`config.mk`:
```
export PLATFORM = sky130hd
export DESIGN_NAME = byte_escape_translator
export DESIGN_NICKNAME = d
export VERILOG_FILES = /design/src/hdl/bet_pkg.sv /design/src/hdl/bet_ram.sv /design/src/hdl/bet_ctrl.sv /design/src/hdl/bet_datapath.sv /design/src/hdl/byte_escape_translator.sv
export SDC_FILE = /design/constraint.sdc
export NUM_CORES = 2
export LEC_CHECK = 0
export BUFFER_PORTS_ARGS = -buffer_cell sky130_fd_sc_hd__clkbuf_2
export CAP_MARGIN = 20
export CELL_PAD_IN_SITES_DETAIL_PLACEMENT = 1
export CELL_PAD_IN_SITES_GLOBAL_PLACEMENT = 1
export CORE_UTILIZATION = 46
export CTS_CLUSTER_SIZE = 30
export DETAILED_ROUTE_END_ITERATION = 8
export GPL_ROUTABILITY_DRIVEN = 0
export PLACE_DENSITY = 0.68
export SYNTH_ARGS = -nofsm -noshare
export SYNTH_HDL_FRONTEND = slang
export SYNTH_SLANG_ARGS = --single-unit
```
`constraint.sdc`:
```
create_clock -name aclk -period 27 [get_ports aclk]
set_input_delay 1.35 -clock aclk [delete_from_list [all_inputs] [get_ports aclk]]
set_output_delay 1.35 -clock aclk [all_outputs]
set_load 0.02 [all_outputs]
```
`src/hdl/bet_pkg.sv`:
```
// Shared types, constants and codes of the byte escape translator.
`timescale 1ns / 1ps
`default_nettype none

package bet_pkg;

    // Sizes of the substitution stores.
    localparam int NEEDLE_SLOTS    = 16;
    localparam int MAX_REPLACEMENT = 16;
    localparam int PREFIX_SLOT     = 16;
    localparam int SUFFIX_SLOT     = 17;
    localparam int SLOT_COUNT      = 18;
    localparam int MAP_DEPTH       = 256;
    localparam int REP_DEPTH       = SLOT_COUNT * MAX_REPLACEMENT;

    // Field and index widths.
    localparam int OP_W       = 3;
    localparam int BYTE_W     = 8;
    localparam int SLOT_W     = 5;
    localparam int POS_W      = 4;
    localparam int LEN_W      = 5;
    localparam int TOTAL_W    = 32;
    localparam int NEEDLE_W   = $clog2(NEEDLE_SLOTS);
    localparam int IDX_W      = $clog2(MAX_REPLACEMENT);
    localparam int MAP_W      = NEEDLE_W + 1;
    localparam int MAP_ADDR_W = $clog2(MAP_DEPTH);
    localparam int REP_ADDR_W = $clog2(REP_DEPTH);

    // Operation codes of an input word.
    localparam logic [OP_W-1:0] OP_SET_MAP    = 3'd0;
    localparam logic [OP_W-1:0] OP_WRITE_SLOT = 3'd1;
    localparam logic [OP_W-1:0] OP_SET_LEN    = 3'd2;
    localparam logic [OP_W-1:0] OP_DATA       = 3'd3;
    localparam logic [OP_W-1:0] OP_END        = 3'd4;

    // Source of an emitted word.
    localparam logic [1:0] KIND_RAM  = 2'd0;
    localparam logic [1:0] KIND_LIT  = 2'd1;
    localparam logic [1:0] KIND_TERM = 2'd2;

    typedef struct packed {
        logic [OP_W-1:0]   operation;
        logic [BYTE_W-1:0] byte_value;
        logic              map_enable;
        logic [SLOT_W-1:0] slot;
        logic [POS_W-1:0]  position;
        logic [LEN_W-1:0]  length;
    } in_word_t;

    typedef struct packed {
        logic [BYTE_W-1:0]  out_byte;
        logic               terminator;
        logic [TOTAL_W-1:0] total_length;
        logic               last;
    } out_word_t;

    // Controller to datapath.
    typedef struct packed {
        logic              load_item;
        logic              do_cfg;
        logic              set_prefix;
        logic              issue;
        logic [1:0]        kind;
        logic [SLOT_W-1:0] slot;
        logic [IDX_W-1:0]  idx;
        logic              last;
    } bet_cmd_t;

    // Datapath to controller.
    typedef struct packed {
        logic [OP_W-1:0]     op;
        logic                prefix_sent;
        logic                is_needle;
        logic [NEEDLE_W-1:0] needle_slot;
        logic [LEN_W-1:0]    prefix_len;
        logic [LEN_W-1:0]    needle_len;
        logic [LEN_W-1:0]    suffix_len;
        logic                can_issue;
    } bet_status_t;

endpackage

`default_nettype wire

```
`src/hdl/bet_ram.sv`:
```
// Generic single write port, single read port RAM with registered read data.
`timescale 1ns / 1ps
`default_nettype none

module bet_ram #(
    parameter int WIDTH = 8,
    parameter int DEPTH = 256
) (
    input  wire logic                     aclk,
    input  wire logic                     wr_en,
    input  wire logic [$clog2(DEPTH)-1:0] wr_addr,
    input  wire logic [WIDTH-1:0]         wr_data,
    input  wire logic                     rd_en,
    input  wire logic [$clog2(DEPTH)-1:0] rd_addr,
    output logic      [WIDTH-1:0]         rd_data
);

    logic [WIDTH-1:0] mem_reg [DEPTH];

    always_ff @(posedge aclk) begin
        if (wr_en) begin
            mem_reg[wr_addr] <= wr_data;
        end
        if (rd_en) begin
            rd_data <= mem_reg[rd_addr];
        end
    end

endmodule

`default_nettype wire

```
`src/hdl/bet_ctrl.sv`:
```
// Controller state machine: sequences prefix, body or passed byte, suffix and terminator words.
`timescale 1ns / 1ps
`default_nettype none

module bet_ctrl (
    input  wire logic                 aclk,
    input  wire logic                 aresetn,
    input  wire logic                 s_valid,
    output logic                      s_ready,
    input  wire bet_pkg::bet_status_t sts,
    output bet_pkg::bet_cmd_t         cmd
);

    localparam logic [2:0] ST_IDLE   = 3'd0;
    localparam logic [2:0] ST_DECODE = 3'd1;
    localparam logic [2:0] ST_PREFIX = 3'd2;
    localparam logic [2:0] ST_BODY   = 3'd3;
    localparam logic [2:0] ST_PASS   = 3'd4;
    localparam logic [2:0] ST_SUFFIX = 3'd5;
    localparam logic [2:0] ST_TERM   = 3'd6;

    logic [2:0]                    state_reg, state_next;
    logic [bet_pkg::IDX_W-1:0]     idx_reg, idx_next;
    logic [bet_pkg::LEN_W-1:0]     cur_len;
    logic                          idx_end;
    logic                          is_data;
    logic [2:0]                    after_prefix;

    assign s_ready = (state_reg == ST_IDLE);
    assign is_data = (sts.op == bet_pkg::OP_DATA);

    always_comb begin
        case (state_reg)
            ST_PREFIX: cur_len = sts.prefix_len;
            ST_BODY:   cur_len = sts.needle_len;
            ST_SUFFIX: cur_len = sts.suffix_len;
            default:   cur_len = '0;
        endcase
    end

    assign idx_end = ((bet_pkg::LEN_W'(idx_reg) + bet_pkg::LEN_W'(1)) == cur_len);

    // Where the sequence goes once the prefix is done or skipped.
    always_comb begin
        if (is_data) begin
            if (!sts.is_needle) begin
                after_prefix = ST_PASS;
            end else if (sts.needle_len != '0) begin
                after_prefix = ST_BODY;
            end else begin
                after_prefix = ST_IDLE;
            end
        end else if (sts.suffix_len != '0) begin
            after_prefix = ST_SUFFIX;
        end else begin
            after_prefix = ST_TERM;
        end
    end

    always_comb begin
        state_next = state_reg;
        idx_next   = idx_reg;
        cmd        = '0;
        case (state_reg)
            ST_IDLE: begin
                if (s_valid) begin
                    cmd.load_item = 1'b1;
                    state_next    = ST_DECODE;
                end
            end
            ST_DECODE: begin
                idx_next = '0;
                if (is_data || sts.op == bet_pkg::OP_END) begin
                    cmd.set_prefix = 1'b1;
                    if (!sts.prefix_sent && sts.prefix_len != '0) begin
                        state_next = ST_PREFIX;
                    end else begin
                        state_next = after_prefix;
                    end
                end else begin
                    cmd.do_cfg = 1'b1;
                    state_next = ST_IDLE;
                end
            end
            ST_PREFIX: begin
                cmd.kind = bet_pkg::KIND_RAM;
                cmd.slot = bet_pkg::SLOT_W'(bet_pkg::PREFIX_SLOT);
                cmd.idx  = idx_reg;
                cmd.last = idx_end && (after_prefix == ST_IDLE);
                if (sts.can_issue) begin
                    cmd.issue = 1'b1;
                    idx_next  = idx_reg + bet_pkg::IDX_W'(1);
                    if (idx_end) begin
                        idx_next   = '0;
                        state_next = after_prefix;
                    end
                end
            end
            ST_BODY: begin
                cmd.kind = bet_pkg::KIND_RAM;
                cmd.slot = bet_pkg::SLOT_W'(sts.needle_slot);
                cmd.idx  = idx_reg;
                cmd.last = idx_end;
                if (sts.can_issue) begin
                    cmd.issue = 1'b1;
                    idx_next  = idx_reg + bet_pkg::IDX_W'(1);
                    if (idx_end) begin
                        state_next = ST_IDLE;
                    end
                end
            end
            ST_PASS: begin
                cmd.kind = bet_pkg::KIND_LIT;
                cmd.last = 1'b1;
                if (sts.can_issue) begin
                    cmd.issue  = 1'b1;
                    state_next = ST_IDLE;
                end
            end
            ST_SUFFIX: begin
                cmd.kind = bet_pkg::KIND_RAM;
                cmd.slot = bet_pkg::SLOT_W'(bet_pkg::SUFFIX_SLOT);
                cmd.idx  = idx_reg;
                if (sts.can_issue) begin
                    cmd.issue = 1'b1;
                    idx_next  = idx_reg + bet_pkg::IDX_W'(1);
                    if (idx_end) begin
                        idx_next   = '0;
                        state_next = ST_TERM;
                    end
                end
            end
            ST_TERM: begin
                cmd.kind = bet_pkg::KIND_TERM;
                cmd.last = 1'b1;
                if (sts.can_issue) begin
                    cmd.issue  = 1'b1;
                    state_next = ST_IDLE;
                end
            end
            default: begin
                state_next = ST_IDLE;
            end
        endcase
    end

    always_ff @(posedge aclk) begin
        if (!aresetn) begin
            state_reg <= ST_IDLE;
            idx_reg   <= '0;
        end else begin
            state_reg <= state_next;
            idx_reg   <= idx_next;
        end
    end

`ifndef SYNTHESIS
    // The word that closes an item always hands control back for the next one.
    assert property (@(posedge aclk) disable iff (!aresetn)
        cmd.issue && cmd.last |=> state_reg == ST_IDLE)
        else $error("bet_ctrl: last word issued but controller not idle");
`endif

endmodule

`default_nettype wire

```
`src/hdl/bet_datapath.sv`:
```
// Datapath: item register, map and slot stores, counters, read stage and output register.
`timescale 1ns / 1ps
`default_nettype none

module bet_datapath (
    input  wire logic              aclk,
    input  wire logic              aresetn,
    input  wire bet_pkg::in_word_t s_data,
    input  wire bet_pkg::bet_cmd_t cmd,
    output bet_pkg::bet_status_t   sts,
    output logic                   m_valid,
    input  wire logic              m_ready,
    output bet_pkg::out_word_t     m_data
);

    bet_pkg::in_word_t item_reg;

    // Needle map store and its per-entry valid flags.
    logic [bet_pkg::MAP_DEPTH-1:0] map_vld_reg;
    logic                          map_hit_vld_reg;
    logic [bet_pkg::MAP_W-1:0]     map_rd_data;
    logic                          map_wr_en;
    logic [bet_pkg::MAP_W-1:0]     map_wr_data;

    // Replacement byte store.
    logic                          rep_wr_en;
    logic [bet_pkg::REP_ADDR_W-1:0] rep_wr_addr;
    logic [bet_pkg::REP_ADDR_W-1:0] rep_rd_addr;
    logic [bet_pkg::BYTE_W-1:0]    rep_rd_data;

    logic [bet_pkg::LEN_W-1:0]     slot_len_reg [bet_pkg::SLOT_COUNT];
    logic [bet_pkg::LEN_W-1:0]     new_len;
    logic                          prefix_sent_reg;
    logic [bet_pkg::TOTAL_W-1:0]   count_reg;

    // Read stage between the stores and the output register.
    logic                          pend_reg;
    logic [1:0]                    pend_kind_reg;
    logic                          pend_last_reg;
    logic [bet_pkg::BYTE_W-1:0]    pend_lit_reg;
    logic [bet_pkg::TOTAL_W-1:0]   pend_total_reg;

    logic                          m_valid_reg;
    bet_pkg::out_word_t            m_data_reg;
    logic                          out_free;
    bet_pkg::out_word_t            pend_word;

    always_comb begin
        map_wr_en   = 1'b0;
        map_wr_data = '0;
        if (cmd.do_cfg && item_reg.operation == bet_pkg::OP_SET_MAP) begin
            if (!item_reg.map_enable) begin
                map_wr_en = 1'b1;
            end else if (32'(item_reg.slot) < bet_pkg::NEEDLE_SLOTS) begin
                map_wr_en   = 1'b1;
                map_wr_data = {1'b1, item_reg.slot[bet_pkg::NEEDLE_W-1:0]};
            end
        end
    end

    assign rep_wr_en = cmd.do_cfg && (item_reg.operation == bet_pkg::OP_WRITE_SLOT)
                       && (32'(item_reg.slot) < bet_pkg::SLOT_COUNT)
                       && (32'(item_reg.position) < bet_pkg::MAX_REPLACEMENT);
    assign rep_wr_addr = bet_pkg::REP_ADDR_W'(32'(item_reg.slot) * bet_pkg::MAX_REPLACEMENT
                         + 32'(item_reg.position));
    assign rep_rd_addr = bet_pkg::REP_ADDR_W'(32'(cmd.slot) * bet_pkg::MAX_REPLACEMENT
                         + 32'(cmd.idx));

    assign new_len = (32'(item_reg.length) > bet_pkg::MAX_REPLACEMENT)
                     ? bet_pkg::LEN_W'(bet_pkg::MAX_REPLACEMENT) : item_reg.length;

    bet_ram #(
        .WIDTH (bet_pkg::MAP_W),
        .DEPTH (bet_pkg::MAP_DEPTH)
    ) u_map_ram (
        .aclk    (aclk),
        .wr_en   (map_wr_en),
        .wr_addr (item_reg.byte_value),
        .wr_data (map_wr_data),
        .rd_en   (cmd.load_item),
        .rd_addr (s_data.byte_value),
        .rd_data (map_rd_data)
    );

    bet_ram #(
        .WIDTH (bet_pkg::BYTE_W),
        .DEPTH (bet_pkg::REP_DEPTH)
    ) u_rep_ram (
        .aclk    (aclk),
        .wr_en   (rep_wr_en),
        .wr_addr (rep_wr_addr),
        .wr_data (item_reg.byte_value),
        .rd_en   (cmd.issue),
        .rd_addr (rep_rd_addr),
        .rd_data (rep_rd_data)
    );

    always_ff @(posedge aclk) begin
        if (cmd.load_item) begin
            item_reg <= s_data;
        end
    end

    always_ff @(posedge aclk) begin
        if (!aresetn) begin
            map_vld_reg     <= '0;
            map_hit_vld_reg <= 1'b0;
        end else begin
            if (cmd.load_item) begin
                map_hit_vld_reg <= map_vld_reg[s_data.byte_value];
            end
            if (map_wr_en) begin
                map_vld_reg[item_reg.byte_value] <= 1'b1;
            end
        end
    end

    always_ff @(posedge aclk) begin
        if (!aresetn) begin
            for (int i = 0; i < bet_pkg::SLOT_COUNT; i++) begin
                slot_len_reg[i] <= '0;
            end
        end else if (cmd.do_cfg && item_reg.operation == bet_pkg::OP_SET_LEN
                     && 32'(item_reg.slot) < bet_pkg::SLOT_COUNT) begin
            slot_len_reg[item_reg.slot] <= new_len;
        end
    end

    // Per-string state: prefix flag and saturating emitted byte count.
    always_ff @(posedge aclk) begin
        if (!aresetn) begin
            prefix_sent_reg <= 1'b0;
            count_reg       <= '0;
        end else if (cmd.issue && cmd.kind == bet_pkg::KIND_TERM) begin
            prefix_sent_reg <= 1'b0;
            count_reg       <= '0;
        end else begin
            if (cmd.set_prefix) begin
                prefix_sent_reg <= 1'b1;
            end
            if (cmd.issue && count_reg != '1) begin
                count_reg <= count_reg + bet_pkg::TOTAL_W'(1);
            end
        end
    end

    assign out_free = !m_valid_reg || m_ready;

    always_comb begin
        pend_word.out_byte     = (pend_kind_reg == bet_pkg::KIND_RAM) ? rep_rd_data
                                 : (pend_kind_reg == bet_pkg::KIND_LIT) ? pend_lit_reg : '0;
        pend_word.terminator   = (pend_kind_reg == bet_pkg::KIND_TERM);
        pend_word.total_length = pend_total_reg;
        pend_word.last         = pend_last_reg;
    end

    always_ff @(posedge aclk) begin
        if (!aresetn) begin
            pend_reg    <= 1'b0;
            m_valid_reg <= 1'b0;
        end else begin
            if (cmd.issue) begin
                pend_reg <= 1'b1;
            end else if (out_free) begin
                pend_reg <= 1'b0;
            end
            if (out_free) begin
                m_valid_reg <= pend_reg;
            end
        end
    end

    always_ff @(posedge aclk) begin
        if (cmd.issue) begin
            pend_kind_reg  <= cmd.kind;
            pend_last_reg  <= cmd.last;
            pend_lit_reg   <= item_reg.byte_value;
            pend_total_reg <= (cmd.kind == bet_pkg::KIND_TERM) ? count_reg : '0;
        end
        if (out_free && pend_reg) begin
            m_data_reg <= pend_word;
        end
    end

    assign m_valid = m_valid_reg;
    assign m_data  = m_data_reg;

    always_comb begin
        sts.op          = item_reg.operation;
        sts.prefix_sent = prefix_sent_reg;
        sts.is_needle   = map_hit_vld_reg && map_rd_data[bet_pkg::MAP_W-1];
        sts.needle_slot = map_rd_data[bet_pkg::NEEDLE_W-1:0];
        sts.prefix_len  = slot_len_reg[bet_pkg::PREFIX_SLOT];
        sts.suffix_len  = slot_len_reg[bet_pkg::SUFFIX_SLOT];
        sts.needle_len  = slot_len_reg[bet_pkg::SLOT_W'(map_rd_data[bet_pkg::NEEDLE_W-1:0])];
        sts.can_issue   = !pend_reg || out_free;
    end

`ifndef SYNTHESIS
    // A new read never overwrites a word still held in the read stage.
    assert property (@(posedge aclk) disable iff (!aresetn)
        cmd.issue |-> (!pend_reg || out_free))
        else $error("bet_datapath: read stage overrun");

    // A terminator word is the last word of its item and carries no byte.
    assert property (@(posedge aclk) disable iff (!aresetn)
        m_valid_reg && m_data_reg.terminator |-> m_data_reg.last && m_data_reg.out_byte == '0)
        else $error("bet_datapath: malformed terminator word");

    // Only a terminator word carries a length.
    assert property (@(posedge aclk) disable iff (!aresetn)
        m_valid_reg && !m_data_reg.terminator |-> m_data_reg.total_length == '0)
        else $error("bet_datapath: length on a data word");

    // The byte count restarts once a terminator has been issued.
    assert property (@(posedge aclk) disable iff (!aresetn)
        cmd.issue && cmd.kind == bet_pkg::KIND_TERM |=> count_reg == '0 && !prefix_sent_reg)
        else $error("bet_datapath: string state not cleared after terminator");
`endif

endmodule

`default_nettype wire

```
`src/hdl/byte_escape_translator.sv`:
```
// Top level of the byte escape translator: controller and datapath joined.
//
//  Channel | Direction | Handshake          | Word type
//  --------+-----------+--------------------+-------------------
//  s_      | in        | s_valid / s_ready  | bet_pkg::in_word_t
//  m_      | out       | m_valid / m_ready  | bet_pkg::out_word_t
//
// One input word is taken at a time. Accepting it registers the word and reads the
// needle map, and a decode state then acts on the result; a store-loading word or a
// word that emits nothing returns to idle from there. Emitting words leave one per
// cycle after the decode state while the output is not stalled, each byte fetched from
// the single read port of the replacement store.
// Reset is synchronous and active low; it clears the needle map through its valid
// flags, the slot lengths, the prefix flag and the byte count. Replacement bytes
// hold no reset value and need no clearing pass.
// A stalled output holds the word in the output register and one more in the read
// stage; the sequencer simply waits, and input is refused until the word's last
// result has been issued.
`timescale 1ns / 1ps
`default_nettype none

module byte_escape_translator (
    input  wire logic              aclk,
    input  wire logic              aresetn,
    input  wire logic              s_valid,
    output logic                   s_ready,
    input  wire bet_pkg::in_word_t s_data,
    output logic                   m_valid,
    input  wire logic              m_ready,
    output bet_pkg::out_word_t     m_data
);

    // Commands from the sequencer and status back from the datapath.
    bet_pkg::bet_cmd_t    cmd;
    bet_pkg::bet_status_t sts;

    // The sequencer walks prefix, replacement or pass-through, suffix and terminator phases and
    // decides which word carries the last flag, from lengths the datapath reports.
    bet_ctrl u_ctrl (
        .aclk    (aclk),
        .aresetn (aresetn),
        .s_valid (s_valid),
        .s_ready (s_ready),
        .sts     (sts),
        .cmd     (cmd)
    );

    // The datapath holds the stores and the two-word output pipeline.
    bet_datapath u_datapath (
        .aclk    (aclk),
        .aresetn (aresetn),
        .s_data  (s_data),
        .cmd     (cmd),
        .sts     (sts),
        .m_valid (m_valid),
        .m_ready (m_ready),
        .m_data  (m_data)
    );

endmodule

`default_nettype wire
```
Yosys cells after proc, flatten, opt, wreduce, memory -nomap -nowiden:

Memories as Yosys holds them, arrays and structs flattened. A register that Yosys moved wholly into a read port is not among the register bits.
Cells that the tools add are included.

* equal/unequal tests: 24
* reduce and logical (&&, ||, !) cells: 34
* shift-type cells: 0
* add/subtract/negate cells: 5
* magnitude comparators: 6
* multipliers: 0
* muxes and demuxes: 55
* div/mod/pow operators: 0
* bitwise operators: 2

Operators with widths (count)
* $or 256x256->256: 1
* $mux 3: 12
* $add 32x1->32 const B: 1
* $ne 32x32->1 const B: 1
* $mux 5: 6
* $pmux 9 s3: 1
* $mux 1: 21
* $add 9x4->9: 2
* $lt 8x9->1 const B: 2
* $pmux 3 s6: 1
* $mux 8: 2
* $pmux 5 s3: 1
* $reduce_bool 5->1: 3
* $eq 3x2->1 const B: 4
* $eq 3x3->1 const B: 4
* $logic_and 1x1->1: 12
* $mux 4: 3
* $pmux 4 s3: 1
* $lt 5x5->1 const B: 2
* $ne 2x1->1 const B: 5
* $logic_not 3->1: 3
* $pmux 3 s3: 1
* $bmux 1 s8: 1
* $demux 1 s8: 1
* other kinds (22): 35

* logic and storage cells: 151
* memories: 3
* input bits: 30
* memory bits (read-only): 0
* bits in writable memories: 3674
* bits in latches: 0
* register bits: 410

Memory list
* u_datapath.u_rep_ram.mem_reg: words 288, width 8, read ports 1, clocked after memory_dff 1, wr ports 1, RTL line bet_ram.sv:18 `logic [WIDTH-1:0] mem_reg [DEPTH];`
* u_datapath.u_map_ram.mem_reg: words 256, width 5, read ports 1, clocked after memory_dff 1, wr ports 1, RTL line bet_ram.sv:18
* u_datapath.slot_len_reg: words 18, width 5, read ports 3, clocked after memory_dff 0, wr ports 18, RTL line bet_datapath.sv:31 `logic [bet_pkg::LEN_W-1:0] slot_len_reg [bet_pkg::SLOT_COUNT];`

Longest topological paths before layout:

* depth in word-level cells: 11
* depth in mapped cells: 16

Hierarchy:

Synthesis repeated with hierarchy kept, for this count alone.

* cell total of the unflattened synthesis: 8724
* area total of the unflattened synthesis: 162047.9 um^2

By module, submodules not included
* bet_ram (u_datapath.u_rep_ram): sequential area each 69426.6 um^2, area each 90166.5 um^2, times used 1, cells each 4286
* bet_ram (u_datapath.u_map_ram): sequential area each 38587.0 um^2, area each 50334.5 um^2, times used 1, cells each 2497
* bet_datapath: sequential area each 11881.4 um^2, area each 20561.0 um^2, times used 1, cells each 1806
* bet_ctrl: sequential area each 140.1 um^2, area each 985.9 um^2, times used 1, cells each 135

Least setup slack after synthesis:

No wires, ideal clock.

* path kind: flip-flop to flip-flop
* from: register u_ctrl.state_reg[0]
* to: memory u_datapath.u_map_ram.mem_reg[0][1] (netlist bit) (data pin)
* cell stages (with the launch flop): 8
* arrival: 15.527 ns
* slack: 10.607 ns
* library setup time: 0.866 ns
* required time: 26.134 ns
* clock period less this slack: 16.393 ns
* path through: dfxtp_1 buf_2 clkbuf_1 nand2_1 nor3_1 nand2_1 nor3b_1 and2_1

* longest elaborated chain between the ends: 4

Ends and longest elaborated chain
* start: declaration: RTL line bet_ctrl.sv:22 `logic [2:0] state_reg, state_next;`
* start signal: assignment: RTL line bet_ctrl.sv:152 `state_reg <= state_next;`
* $eq 3x1->1: RTL line bet_ctrl.sv:64 `case (state_reg)`
* $mux 2: RTL line bet_ctrl.sv:64
* $logic_and 1x1->1: RTL line bet_datapath.sv:51 `if (cmd.do_cfg && item_reg.operation == bet_pkg::OP_SET_MAP) begin`
* $mux 5: RTL line bet_datapath.sv:51
* via u_datapath.map_wr_data (one bit): RTL line bet_datapath.sv:23 `logic [bet_pkg::MAP_W-1:0] map_wr_data;`
* end: declaration: RTL line bet_ram.sv:18

The timed path passes the listed nets, and every way through them passes these cells.

Final worst setup path:

* from: register u_ctrl.state_reg[2]
* to: register u_datapath.u_rep_ram.rd_data[3], read port of u_datapath.u_rep_ram.mem_reg (data pin)

* longest elaborated chain between the ends: 3

Ends and longest elaborated chain
* $eq 3x3->1 / $eq 3x2->1 (equally long branches): RTL line bet_ctrl.sv:64
* $pmux 9 s3 / $reduce_or 3->1 (equally long branches)
* $add 9x4->9 / $pmux 3 s3 (equally long branches): RTL line bet_datapath.sv:67, bet_ctrl.sv:64
* end: declaration: RTL line bet_ram.sv:15 `output logic [WIDTH-1:0] rd_data`

Several ways; a longest one is shown, not always the timed one.
A chain may end at the register's enable or synchronous reset.

==> results.yml <==
worst_setup_path:
  startpoint: "u_ctrl.state_reg[2]"
  critPathMaxStageDelay_ps: 1030
  worstSetupStartpointType: "flip-flop"
  cp_max_fo: 53
  ff2ff_setup_slack_ps: 19310
  crit_path_top_delay_cell: "dfxtp_1"
  worstPathArrival_ps: 8420
  cpMostUsedCell: "buf_4"
  end_kind: "flip-flop"
  rr_endpoint: "u_datapath.u_rep_ram.rd_data[3]"
  r2r_start: "u_ctrl.state_reg[2]"
  path_cells: "nor2b_1 -> o21ai_4 -> buf_4 -> buf_4 -> buf_4 -> buf_4 -> mux2i_1 -> o22ai_1 -> nor3_1 -> nor3_1 -> o31ai_1 -> nor3_1 -> a211o_1"
  crit_end: "u_datapath.u_rep_ram.rd_data[3]"
  reg2reg_depth: 13
  worstSetupPathType: "flip-flop to flip-flop"
  critPathRequiredTime_ps: 27730
timing:
  fin_skew_ps: 76.5
  min_period_over_period: 0.285
  fmax_ghz: 0.130
  tns_ps: 0
  rsz0062_at_grt: "false"
  period_needed_ps: 7690
  tightestPinTransition_ps: 1420
  maxSlewViolCount: 0
  setup_violations: 0
  hold_viol_final: 0
  slew_headroom: 0.0554
cts:
  clk_pin_slew_ps: 60
  ctsHoldBuffers: 0
  cts_root_buffer: "clkbuf_16"
  htreeDepth: 5
  clk_latency_ps: 990
  cts_buffers: 418
  cts_max_path_buffers: 4
  clkSinkCount: 4097
  cts_tree: "built"
  postCtsSetupBuffers: 0
  cts_resized: 0
floorplan:
  std_cell_rows: 216
  core_area_sq_um: 346000
  die_area_sq_um: 350000
  die_h_microns: 592
  start_util: 0.462
  die_w_microns: 592
  ios: 74
global_route:
  grt_pass1_vias: 93800
  grt.busiest_layer: "met2"
  grtUsageMet2: 0.461
  use_met1: 0.364
  antenna_found_initial: 23
  grt_max_degree: 219
  grt_overflow_total: 0
  gr-usage-met3: 0.0465
  grt_pass1_wl_microns: 702000
  grt_usage: 0.280
placed_design:
  numPlacedInstances: 13500
  dpl.hpwl_microns: 298000
  port_buffers: 73
route:
  drtPass1Iterations: 6
  wl_per_cell_microns: 34.6
  drc_errors: 0
  vias: 91400
  ant_nets: 0
  dr.first_iter.drc_count: 11000
  viasPerCell: 6.37
  wirelength_microns: 496000
logic_synthesis:
  synth-main-ff-cell: "edfxtp_1"
  ys_seq_elements: 4097
  yosys_warnings: 0
  synth_edf_count: 3798
  ys_async_sr_fraction: 0
  synth_fp_nets: 9352
  syn_avg_cell_area_sq_um: 17.2
  syn_area_sq_um: 160000
  synth.distinct_cells: 74
  synth_seq_area_share: 0.750
  syn_inst: 9320
power:
  ir_drop_v: 0.0000943
  leakagePower_nw: 54.8
  powerDensity_nw_per_um2: 80.4
  fin_total_pwr_mw: 14.4
cells_and_area:
  fin_nets: 9414
  utilization: 0.518
  syn_to_final_growth_pct: 12.1
  drive_gt1_frac: 0.164
  largest_reg_flops: 2304
  instances_no_fill: 14300
outcome:
  status: "completed"
run:
  max-cap-violations: 0
worst_hold_path:
  min_path_type: "flip-flop to flip-flop"
cells in the final DEF, fill, tap and decap left out, drive strengths merged, types with 215 or more instances in the layout:
cell type | Yosys | final
nor2 | 805 | 805
edfxtp | 3798 | 3798
mux4 | 610 | 610
buf | 218 | 215
a21oi | 291 | 291
o22ai | 333 | 333
mux2i | 500 | 500
nand2 | 631 | 631
o21a | 261 | 261
clkbuf | 424 | 639
dfxtp | 299 | 299
o21ai | 230 | 230
cell families (layout without fill, tap and decap cells):
| logic type | Yosys count | in the layout | synth area share |
|---|---|---|---|
| DFF | 4097 | 4097 | 0.750 |
| and+or+nand+nor | 1875 | 1875 | 0.0498 |
| AOI/OAI and AO/OA | 1525 | 1525 | 0.0627 |
| muxes | 1132 | 1132 | 0.119 |
| buffers and inverters | 659 | 1089 | 0.0166 |
| xor gates and xnor gates | 30 | 30 | 0.00164 |
| adders and majority gates | 2 | 2 | 0.000156 |
| other | 0 | 20 | 0 |
final cells by class:
type	instances	area, sq um
fill	31500	167000
sequential	4097	120000
multi-input combinational	4564	37500
clock buffer	571	11700
tap	4578	5730
timing repair buffer	284	2320
clock inverter	217	1870
inverter	17	68.8
antenna	20	50.0
cells in the mapped netlist, drive strengths merged, types with 81 or more instances:
master,number,area share
o22ai,333,0.013
mux2i,500,0.031
a21oi,291,0.0091
buf,218,0.0063
edfxtp,3798,0.71
o21a,261,0.012
nand3,99,0.0031
o21ai,230,0.0072
nor2,805,0.019
dfxtp,299,0.037
clkbuf,424,0.010
o221ai,120,0.0066
and3,82,0.0032
nor3,81,0.0025
mux4,610,0.086
nand2,631,0.015
routing by layer:
metal,vias to the layer above,part of all wire
met5,-,0.000085
met4,6,0.051
met3,1007,0.078
met2,4481,0.49
met1,48600,0.38
li1,37300,-
report_power, final:
| group | switching [mW] | internal, mW |
|---|---|---|
| combinational | 1.06 | 0.286 |
| clock | 2.47 | 3.30 |
| sequential | 0.0682 | 7.23 |
| total | 3.60 | 10.8 |
worst max-delay path, delay by kind of cell (launching register included):
kind | cells | cell delay [ps]
compound gates | 4 | 1990
buf+inv | 4 | 3000
flops | 1 | 1030
mux | 1 | 250
simple gates | 4 | 1070
how the worst min path moves through the flow:
stage	depth (start not counted)	slack (ps)	from	end
2_1_floorplan	0	400	u_datapath.pend_last_reg	u_datapath.m_data[0]
3_3_place_gp	0	410	u_datapath.pend_total_reg[7]	u_datapath.m_data[8]
3_5_place_dp	0	410	u_datapath.pend_total_reg[22]	u_datapath.m_data[23]
4_1_cts	0	420	u_datapath.pend_total_reg[16]	u_datapath.m_data[17]
5_1_grt	0	420	u_datapath.pend_total_reg[16]	u_datapath.m_data[17]
6_report	0	420	u_datapath.pend_total_reg[16]	u_datapath.m_data[17]
metrics by stage:
| step | setup slack (ps) | cell area, sq um | hold WS (ps) |
|---|---|---|---|
| final | 19310 | 179000 | 419 |
| after global routing | 19020 | 179000 | 416 |
| after CTS | 19400 | 179000 | 416 |
| after detailed placement | 19440 | 166000 | 406 |
| after global placement | 19590 | 165000 | 407 |
| after floorplan | 10610 | 160000 | 400 |
(Power assumes the default switching activity.)
